**src/sv/tcws_pkg.sv**
```systemverilog
package tcws_pkg;

  // Default number of supervised tasks
  localparam int NUM_TASKS_DEF = 32;

  // Configuration register map (register index, byte address = 4 * index)
  localparam int CFG_ADDR_W  = 3;
  localparam int CFG_DATA_W  = 32;
  localparam int CFG_IDX_W   = CFG_ADDR_W - 2;
  localparam logic [CFG_IDX_W-1:0] REG_EXPECTED_MASK = CFG_IDX_W'(0);

  // Reset-reason bit that marks a watchdog reset
  localparam int WDT_REASON_BIT = 0;

  // Event kinds
  typedef enum logic [1:0] {
    CMD_CHECKIN = 2'd0,
    CMD_POLL    = 2'd1,
    CMD_BOOT    = 2'd2
  } cmd_t;

  // One input transaction
  typedef struct packed {
    logic [1:0]  cmd;
    logic [4:0]  task_id;
    logic [31:0] boot_cause;
  } in_item_t;

  // One result transaction
  typedef struct packed {
    logic        feed;
    logic [31:0] missing_tasks;
    logic [31:0] boot_total;
    logic [31:0] watchdog_resets;
    logic [31:0] stuck_tasks;
  } out_item_t;

endpackage

```
**src/sv/tcws_stream_if.sv**
```systemverilog
interface tcws_stream_if #(
  parameter type payload_t = logic
);
  logic     valid;
  logic     ready;
  payload_t payload;

  modport source (output valid, output payload, input ready);
  modport sink   (input valid, input payload, output ready);
endinterface

```
**src/sv/task_checkin_watchdog_supervisor.sv**
```systemverilog
// Multi-task check-in watchdog supervisor with a boot record.
//
// Input channel in_ch carries one event per transaction: cmd (0 task check-in,
// 1 supervisor poll, 2 boot with reset reason), task_id and boot_cause.
// Output channel out_ch returns exactly one result transaction per event:
// feed, missing_tasks, boot_total, watchdog_resets and stuck_tasks, all taken
// after the event has been applied.
// The APB port holds expected_mask at byte address 0; write it only while the
// block is idle. pready is tied high.
//
// An accepted event is held in the input register, is processed into the result
// register, and its result is offered on out_ch from there.
// Throughput: one event per cycle while out_ch takes results; the state update is a
// single mask or counter step between the input register and the result register.
// Reset (rst_n low, synchronous) clears the check-in mask, the record valid
// flag, both counters, the missing and stuck masks and expected_mask.
// When out_ch stalls, the result register holds and the input register
// still takes one more event; in_ch.ready drops only when both are full.
module task_checkin_watchdog_supervisor
  import tcws_pkg::*;
#(
  parameter int NUM_TASKS = NUM_TASKS_DEF
) (
  input  logic                  clk,
  input  logic                  rst_n,
  tcws_stream_if.sink           in_ch,
  tcws_stream_if.source         out_ch,
  input  logic                  cfg_psel,
  input  logic                  cfg_penable,
  input  logic                  cfg_pwrite,
  input  logic [CFG_ADDR_W-1:0] cfg_paddr,
  input  logic [CFG_DATA_W-1:0] cfg_pwdata,
  output logic [CFG_DATA_W-1:0] cfg_prdata,
  output logic                  cfg_pready
);

  logic        in_valid_r;
  in_item_t    in_item_r;
  logic        out_valid_r;
  out_item_t   out_item_r;
  logic        out_free;
  logic        step;
  logic        in_take;
  logic [31:0] expected_mask;
  out_item_t   res;

  tcws_cfg u_cfg (
    .clk           (clk),
    .rst_n         (rst_n),
    .psel          (cfg_psel),
    .penable       (cfg_penable),
    .pwrite        (cfg_pwrite),
    .paddr         (cfg_paddr),
    .pwdata        (cfg_pwdata),
    .prdata        (cfg_prdata),
    .pready        (cfg_pready),
    .expected_mask (expected_mask)
  );

  tcws_core #(
    .NUM_TASKS (NUM_TASKS)
  ) u_core (
    .clk           (clk),
    .rst_n         (rst_n),
    .step_en       (step),
    .item          (in_item_r),
    .expected_mask (expected_mask),
    .res           (res)
  );

  // Handshake control
  assign out_free    = !out_valid_r || out_ch.ready;
  assign step        = in_valid_r && out_free;
  assign in_ch.ready = !in_valid_r || step;
  assign in_take     = in_ch.valid && in_ch.ready;

  // Input register
  always_ff @(posedge clk) begin
    if (!rst_n) begin
      in_valid_r <= 1'b0;
    end else if (in_ch.ready) begin
      in_valid_r <= in_ch.valid;
    end
  end

  always_ff @(posedge clk) begin
    if (in_take) begin
      in_item_r <= in_ch.payload;
    end
  end

  // Result register: load on a processed transaction, drop once taken
  always_ff @(posedge clk) begin
    if (!rst_n) begin
      out_valid_r <= 1'b0;
    end else if (out_free) begin
      out_valid_r <= step;
    end
  end

  always_ff @(posedge clk) begin
    if (step) begin
      out_item_r <= res;
    end
  end

  assign out_ch.valid   = out_valid_r;
  assign out_ch.payload = out_item_r;

endmodule

```
**src/sv/tcws_cfg.sv**
```systemverilog
module tcws_cfg
  import tcws_pkg::*;
(
  input  logic                  clk,
  input  logic                  rst_n,
  input  logic                  psel,
  input  logic                  penable,
  input  logic                  pwrite,
  input  logic [CFG_ADDR_W-1:0] paddr,
  input  logic [CFG_DATA_W-1:0] pwdata,
  output logic [CFG_DATA_W-1:0] prdata,
  output logic                  pready,
  output logic [31:0]           expected_mask
);

  logic [31:0]          expected_mask_r;
  logic                 wr_en;
  logic [CFG_IDX_W-1:0] reg_idx;

  assign pready  = 1'b1;
  assign reg_idx = paddr[CFG_ADDR_W-1:2];
  assign wr_en   = psel && penable && pwrite && pready;

  // Hold the expected-task mask; take it on a completed write
  always_ff @(posedge clk) begin
    if (!rst_n) begin
      expected_mask_r <= '0;
    end else if (wr_en && (reg_idx == REG_EXPECTED_MASK)) begin
      expected_mask_r <= pwdata[31:0];
    end
  end

  // Read back
  always_comb begin
    prdata = '0;
    if (reg_idx == REG_EXPECTED_MASK) begin
      prdata = CFG_DATA_W'(expected_mask_r);
    end
  end

  assign expected_mask = expected_mask_r;

endmodule

```
**src/sv/tcws_core.sv**
```systemverilog
module tcws_core
  import tcws_pkg::*;
#(
  parameter int NUM_TASKS = NUM_TASKS_DEF
) (
  input  logic        clk,
  input  logic        rst_n,
  input  logic        step_en,
  input  in_item_t    item,
  input  logic [31:0] expected_mask,
  output out_item_t   res
);

  localparam logic [NUM_TASKS-1:0] TASK_BIT0 = NUM_TASKS'(1);

  logic [NUM_TASKS-1:0] checkin_mask_r, checkin_mask_nxt;
  logic                 record_valid_r, record_valid_nxt;
  logic [31:0]          boot_count_r, boot_count_nxt;
  logic [31:0]          wdt_count_r, wdt_count_nxt;
  logic [31:0]          last_missing_r, last_missing_nxt;
  logic [31:0]          stuck_mask_r, stuck_mask_nxt;
  logic                 feed;
  logic [31:0]          checkin_wide;
  logic [31:0]          missing;
  logic                 task_in_range;
  logic                 wdt_boot;
  logic [31:0]          base_boot, base_wdt, base_missing, base_stuck;

  assign checkin_wide  = 32'(checkin_mask_r);
  assign missing       = expected_mask & ~checkin_wide;
  assign task_in_range = ({1'b0, item.task_id} < 6'(NUM_TASKS));
  assign wdt_boot      = item.boot_cause[WDT_REASON_BIT];

  // A boot on an invalid record starts from a cleared record
  assign base_boot    = record_valid_r ? boot_count_r   : '0;
  assign base_wdt     = record_valid_r ? wdt_count_r    : '0;
  assign base_missing = record_valid_r ? last_missing_r : '0;
  assign base_stuck   = record_valid_r ? stuck_mask_r   : '0;

  // Work out the state after this event
  always_comb begin
    checkin_mask_nxt = checkin_mask_r;
    record_valid_nxt = record_valid_r;
    boot_count_nxt   = boot_count_r;
    wdt_count_nxt    = wdt_count_r;
    last_missing_nxt = last_missing_r;
    stuck_mask_nxt   = stuck_mask_r;
    feed             = 1'b0;
    case (cmd_t'(item.cmd))
      CMD_CHECKIN: begin
        if (task_in_range) begin
          checkin_mask_nxt = checkin_mask_r | (TASK_BIT0 << item.task_id);
        end
      end
      CMD_POLL: begin
        last_missing_nxt = missing;
        if (missing == '0) begin
          checkin_mask_nxt = '0;
          feed             = 1'b1;
        end
      end
      CMD_BOOT: begin
        record_valid_nxt = 1'b1;
        boot_count_nxt   = base_boot + 32'd1;
        wdt_count_nxt    = base_wdt + 32'(wdt_boot);
        last_missing_nxt = base_missing;
        stuck_mask_nxt   = wdt_boot ? base_missing : base_stuck;
      end
      default: ;
    endcase
  end

  // Advance the supervisor state once per processed transaction
  always_ff @(posedge clk) begin
    if (!rst_n) begin
      checkin_mask_r <= '0;
      record_valid_r <= 1'b0;
      boot_count_r   <= '0;
      wdt_count_r    <= '0;
      last_missing_r <= '0;
      stuck_mask_r   <= '0;
    end else if (step_en) begin
      checkin_mask_r <= checkin_mask_nxt;
      record_valid_r <= record_valid_nxt;
      boot_count_r   <= boot_count_nxt;
      wdt_count_r    <= wdt_count_nxt;
      last_missing_r <= last_missing_nxt;
      stuck_mask_r   <= stuck_mask_nxt;
    end
  end

  assign res.feed            = feed;
  assign res.missing_tasks   = last_missing_nxt;
  assign res.boot_total      = boot_count_nxt;
  assign res.watchdog_resets = wdt_count_nxt;
  assign res.stuck_tasks     = stuck_mask_nxt;

  // Counters move only on a processed boot
  a_boot_stable: assert property (@(posedge clk) disable iff (!rst_n)
    !(step_en && (item.cmd == CMD_BOOT)) |=> $stable(boot_count_r))
    else $error("boot count changed outside a boot");

  a_wdt_stable: assert property (@(posedge clk) disable iff (!rst_n)
    !(step_en && (item.cmd == CMD_BOOT)) |=> $stable(wdt_count_r))
    else $error("watchdog count changed outside a boot");

  // Record is valid after any boot
  a_valid_after_boot: assert property (@(posedge clk) disable iff (!rst_n)
    step_en && (item.cmd == CMD_BOOT) |=> record_valid_r)
    else $error("record not valid after boot");

  // Feed only on a poll with nothing missing, and the round restarts
  a_feed_clears: assert property (@(posedge clk) disable iff (!rst_n)
    step_en && res.feed |=> (checkin_mask_r == '0) && (last_missing_r == '0))
    else $error("feed without a clean round");

endmodule
```
**src/flat_wrapper.sv**
```systemverilog
// flat-port wrapper written by rule: the top's interface ports become plain ports
module task_checkin_watchdog_supervisor_flat import tcws_pkg::*;
#(
  parameter int NUM_TASKS = NUM_TASKS_DEF
)
  (clk, rst_n, cfg_psel, cfg_penable, cfg_pwrite, cfg_paddr, cfg_pwdata, cfg_prdata, cfg_pready, in_ch_valid, in_ch_payload, in_ch_ready, out_ch_valid, out_ch_payload, out_ch_ready);
  tcws_stream_if in_ch_i ();
  tcws_stream_if out_ch_i ();
  input  logic clk;
  input  logic rst_n;
  input  logic cfg_psel;
  input  logic cfg_penable;
  input  logic cfg_pwrite;
  input  logic [CFG_ADDR_W-1:0] cfg_paddr;
  input  logic [CFG_DATA_W-1:0] cfg_pwdata;
  output logic [CFG_DATA_W-1:0] cfg_prdata;
  output logic cfg_pready;
  input wire logic [$bits(in_ch_i.valid)-1:0] in_ch_valid;
  input wire logic [$bits(in_ch_i.payload)-1:0] in_ch_payload;
  output wire logic [$bits(in_ch_i.ready)-1:0] in_ch_ready;
  output wire logic [$bits(out_ch_i.valid)-1:0] out_ch_valid;
  output wire logic [$bits(out_ch_i.payload)-1:0] out_ch_payload;
  input wire logic [$bits(out_ch_i.ready)-1:0] out_ch_ready;
  assign in_ch_i.valid = in_ch_valid;
  assign in_ch_i.payload = in_ch_payload;
  assign in_ch_ready = in_ch_i.ready;
  assign out_ch_valid = out_ch_i.valid;
  assign out_ch_payload = out_ch_i.payload;
  assign out_ch_i.ready = out_ch_ready;
  task_checkin_watchdog_supervisor #(.NUM_TASKS(NUM_TASKS)) u_core (.clk(clk), .rst_n(rst_n), .in_ch(in_ch_i), .out_ch(out_ch_i), .cfg_psel(cfg_psel), .cfg_penable(cfg_penable), .cfg_pwrite(cfg_pwrite), .cfg_paddr(cfg_paddr), .cfg_pwdata(cfg_pwdata), .cfg_prdata(cfg_prdata), .cfg_pready(cfg_pready));
endmodule
```
**config.mk**
```make
export PLATFORM = sky130hd
export DESIGN_NAME = task_checkin_watchdog_supervisor_flat
export DESIGN_NICKNAME = d
export VERILOG_FILES = /design/src/sv/tcws_pkg.sv /design/src/sv/tcws_stream_if.sv /design/src/sv/task_checkin_watchdog_supervisor.sv /design/src/sv/tcws_cfg.sv /design/src/sv/tcws_core.sv /design/src/flat_wrapper.sv
export SDC_FILE = /design/constraint.sdc
export NUM_CORES = 1
export LEC_CHECK = 0
export ABC_AREA = 1
export BUFFER_PORTS_ARGS = -buffer_cell sky130_fd_sc_hd__clkbuf_2
export CAP_MARGIN = 20
export CORE_MARGIN = 2
export CORE_UTILIZATION = 47
export DETAILED_ROUTE_END_ITERATION = 8
export PLACE_DENSITY = 0.8
export SKIP_LAST_GASP = 1
export SLEW_MARGIN = 20
export SYNTH_ARGS = -nofsm -noshare
export SYNTH_HDL_FRONTEND = slang
export SYNTH_SLANG_ARGS = --single-unit
```
**constraint.sdc**
```tcl
create_clock -name clk -period 1.05 [get_ports clk]
set_input_delay 0.21 -clock clk [delete_from_list [all_inputs] [get_ports clk]]
set_output_delay 0.21 -clock clk [all_outputs]
set_load 0.005 [all_outputs]
```
# Word-level counts from Yosys, hierarchy flattened
# Cells that the tools add are included.
[word_totals]
regBits = 34
in_bits = 43
out_inout_bits = 36
elab_cells = 13
[op_classes]
muxes = 1
bitwise = 1
n_reduce_logical = 8
[op_table]
columns = ["op", "count"]
rows = [
  ["32-bit 2-to-1 mux", 1],
  ["1-bit logical AND", 4],
  ["1-bit logical NOT", 2],
  ["1-bit logical OR", 2],
  ["1-bit NOT", 1],
]

# Depth between registers and ports, before layout
[logic_depth]
depth_word = 4
depth_mapped = 7
ltp_nobuf = 5

# Hierarchy
# From an unflattened synthesis, not the netlist that was laid out.
[hier_totals]
cells_unflattened = 1946
area_unflattened_um2 = 12182.9
[by_module_without_submodules]
columns = ["module", "n_inst", "cells_per_inst", "area_each_um2", "seq_area_each_um2"]
rows = [
  ["tcws_core", 1, 1649, 10338.7, 3223.1],
  ["tcws_cfg", 1, 281, 1685.4, 640.6],
  ["task_checkin_watchdog_supervisor", 1, 16, 158.9, 100.1],
]

# Least setup slack after synthesis
# OpenSTA, ideal clock, no wires.
[synth_path]
path_kind = "input-to-reg"
start = "input port cfg_paddr[2]"
end = "register u_core.u_cfg.expected_mask_r[0] (netlist: u_core.u_cfg.expected_mask[0])"
setup_time_ns = 0.113
t_arrival_ns = 0.784
required_time_ns = 0.937
path_slack_ns = 0.153
path_stages = 6
path_buffers = 2
path_cell_list = "buf_6 nor2_4 buf_2 nand3_1 nand2_1 nor2_1"
[synth_between]
elab_chain_len = 2
[synth_rtl]
columns = ["item", "line", "text"]
rows = [
  ["from (decl)", "flat_wrapper.sv:14", "input logic [CFG_ADDR_W-1:0] cfg_paddr;"],
  ["1-bit NOT", "-", ""],
  ["1-bit logical AND", "tcws_cfg.sv:28", "end else if (wr_en && (reg_idx == REG_EXPECTED_MASK)) begin"],
  ["to (signal assigned)", "tcws_cfg.sv:29", "expected_mask_r <= pwdata[31:0];"],
  ["to (decl)", "tcws_cfg.sv:16", "logic [31:0] expected_mask_r;"],
]
# No other way between the ends.
# A chain may end at the register's enable or synchronous reset.

# Final worst setup path
[layout_path]
start = "register u_core.u_cfg.expected_mask_r[17] (netlist: u_core.u_cfg.expected_mask[17])"
end = "output port cfg_prdata[17]"
[layout_between]
elab_chain_len = 1
[layout_rtl]
columns = ["item", "line", "text"]
rows = [
  ["32-bit 2-to-1 mux", "tcws_cfg.sv:36", "if (reg_idx == REG_EXPECTED_MASK) begin"],
  ["to (decl)", "flat_wrapper.sv:16", "output logic [CFG_DATA_W-1:0] cfg_prdata;"],
]
# No other way between the ends.

==> impl_metrics.json <==
{
  "critical_path_s_slowest_cell": "sky130_fd_sc_hd__dfxtp_2",
  "layout_common_cells": "sky130_fd_sc_hd__nor2_1 (89), sky130_fd_sc_hd__inv_1 (61), sky130_fd_sc_hd__clkbuf_2 (40)",
  "min-delay-path-class": "primary input to register",
  "initial_core_util_pct": 48.8,
  "finalNonFillerCells": 418,
  "synthesis.area_per_instance_um2": 6.05,
  "critPathRequiredTime_ps": 840,
  "final-setup-viol-count": 2,
  "wire_length_of_the_first_global_routing_pass_mm": 6.29,
  "detail_route.vias_per_cell": 4.39,
  "layout.core_utilization_pct": 66.0,
  "clock_tree_from_tritoncts": "done",
  "ports_placed_on_the_boundary": 79,
  "max_cap_violations": 0,
  "holdCritStartpoint": "in_ch_valid",
  "dr.first_iter.drc_count": 89,
  "synth_nets": 336,
  "fp.dieH_um": 65.4,
  "wirelength_mm": 3.79,
  "synth_instances": 293,
  "place.detailed.hpwl_mm": 2.84,
  "place.detailed.instances": 408,
  "nNetsFinal": 413,
  "cts_sinks": 34,
  "grt_antenna_before_repair": 0,
  "failed_checks": "setup timing",
  "globalRoute.totalOverflow": 0,
  "seq_area_frac_synth_pct": 38.4,
  "netlist-cell-type-count": 16,
  "clock_tree.htree_level_count": 2,
  "finalCritPeriodShare_pct": 102,
  "netlist_area_mm2": 0.00177,
  "reg2reg_from": "u_core.out_ch.valid",
  "grt_max_degree": 21,
  "timing.critical_path.to_type": "output pin",
  "fmax_mhz": 935,
  "synth-warning-count": 0,
  "finalHoldWorstSlack_ps": 134,
  "p_total_uw": 2660,
  "slowest_delay_ps": 330,
  "most_common_cell_after_layout_fill_and_taps_aside": "sky130_fd_sc_hd__nor2_1",
  "setup_repair_after_global_routing_missed_its_margin": "yes",
  "port_buffers": 73,
  "gp_congestion": 0.768,
  "finalHoldViolCount": 0,
  "power.density_cell_area_mw_per_mm2": 1110,
  "timing.setup.critical_path_class": "register to output pin",
  "worstPathMaxFanout": 2,
  "vias": 1834,
  "crit_start": "u_core.u_cfg.expected_mask[17]",
  "leakage_uw": 0.00132,
  "timing.critical_path.cells": "inv_2, nor2_2, buf_2",
  "drt.antenna.violating_nets": 0,
  "cts-root-buf": "sky130_fd_sc_hd__clkbuf_8",
  "worst_slack_ps": -19.6,
  "post_route_cells_drive_above_1_share_pct": 40.5,
  "wl_per_cell_um": 9.06,
  "vdd.ir_drop.worst_v": 0.000814,
  "timing_max_transition_violations_final": 0,
  "cts_buffers": 5,
  "path_clk_slew_ps": 60,
  "fp-row-count": 22,
  "crit_arrival_ps": 860,
  "die-area_mm2": 0.00428,
  "clock_tree.buffer_depth": 2,
  "setup_total_negative_slack_ps": -25.5,
  "antenna_cells_inserted": 0,
  "drt_pass1_iterations": 4,
  "drc_errors": 0,
  "outcome": "finished, violations left",
  "clock-skew-final_ps": 0.0112,
  "first_global_vias": 1581,
  "cp_num_buf_inv": 2,
  "final.min_clock_period_ps": 1070,
  "yosys_register_bits": 34,
  "worst_setup_path_start_kind": "register",
  "track_usage_pct": 18.9,
  "worst_skew_pair.late_latency_ps": 280,
  "critical-path-top-delay-family": "flip-flops",
  "floorplan.core_area_mm2": 0.00363,
  "floorplan.die.width_um": 65.4,
  "flow.area_growth_from_synthesis_pct": 35.5
}
## path summary, 6_finish.rpt
kind                                                        to  slack (ps)  cells past startpoint
worst min-delay path                         u_core.in_valid_r         130                      3
worst min register to register  u_core.u_cfg.expected_mask[26]         470                      2
worst max-delay path                            cfg_prdata[17]         -20                      3
worst max register to register               u_core.in_valid_r         310                      3
## timing repair
| action | 4_1_cts | 5_1_grt |
|---|---|---|
| hold buffers | 0 | 0 |
| setup endpoints to repair | 30 | 33 |
| buffers inserted | 0 | 3 |
| pin swaps | 1 | 9 |
| gates resized for setup | 32 | 53 |
## area by class of cell
class	instances	area, um^2
Fill cell	371	1230
Multi-Input combinational cell	170	736
Sequential cell	34	723
Timing Repair Buffer	89	542
Inverter	70	263
Clock buffer	7	76.3
Tap cell	48	60.1
## power by group
part / total [uW] / internal (uW) / switching (uW) / leakage [uW]
Clock: 878 / 456 / 423 / 0.0000383
Combinational: 415 / 194 / 221 / 0.000992
Sequential: 1370 / 1350 / 25.1 / 0.000292
Total: 2660 / 2000 / 669 / 0.00132
## stage by stage
stage          cell area [um^2]  worst slack (ps)
2_1_floorplan              1770               153
3_3_place_gp               2230              8.86
3_5_place_dp               2230              5.60
4_1_cts                    2340             -25.8
5_1_grt                    2400             -66.4
6_report                   2400             -19.6
## layer usage
| metal | track usage [%] | vias up | part of all wire (%) |
|---|---|---|---|
| met5 | 0 | - | 0 |
| met1 | 20.8 | 795 | 41 |
| li1 | - | 981 | - |
| met2 | 33.4 | 52 | 50 |
| met4 | 7.81 | 0 | 1.9 |
| met3 | 5.99 | 6 | 7.1 |
## tightest hold or removal path, cell delays in order
cell	delay, ps
sky130_fd_sc_hd__clkbuf_2	80
sky130_fd_sc_hd__inv_1	40
sky130_fd_sc_hd__a21oi_1	50
## synthesized netlist by cell type (all sizes together)
master  count  share of area [%]
conb        2               0.42
nor2       99                 22
dfxtp      34                 38
buf        16                6.0
clkbuf      3               0.64
inv        70                 15
nand2      34                7.5
a21oi       2               0.56
nand3      33                9.3
## cells by family (layout without fill, tap and decap cells)
kind of cell | count (synthesis) | count (layout) | share of synthesized area, %
AO/OA/AOI/OAI | 2 | 2 | 0.565
buffers and inverters | 89 | 166 | 21.5
flip-flops | 34 | 34 | 38.4
other | 2 | 2 | 0.424
AND/OR/NAND/NOR | 166 | 166 | 39.1
## state kept, by name (all words and copies together) (netlist names)
signal                      count
u_core.u_cfg.expected_mask     32
u_core.in_valid_r               1
u_core.out_ch.valid             1
(Power assumes the default switching activity.)
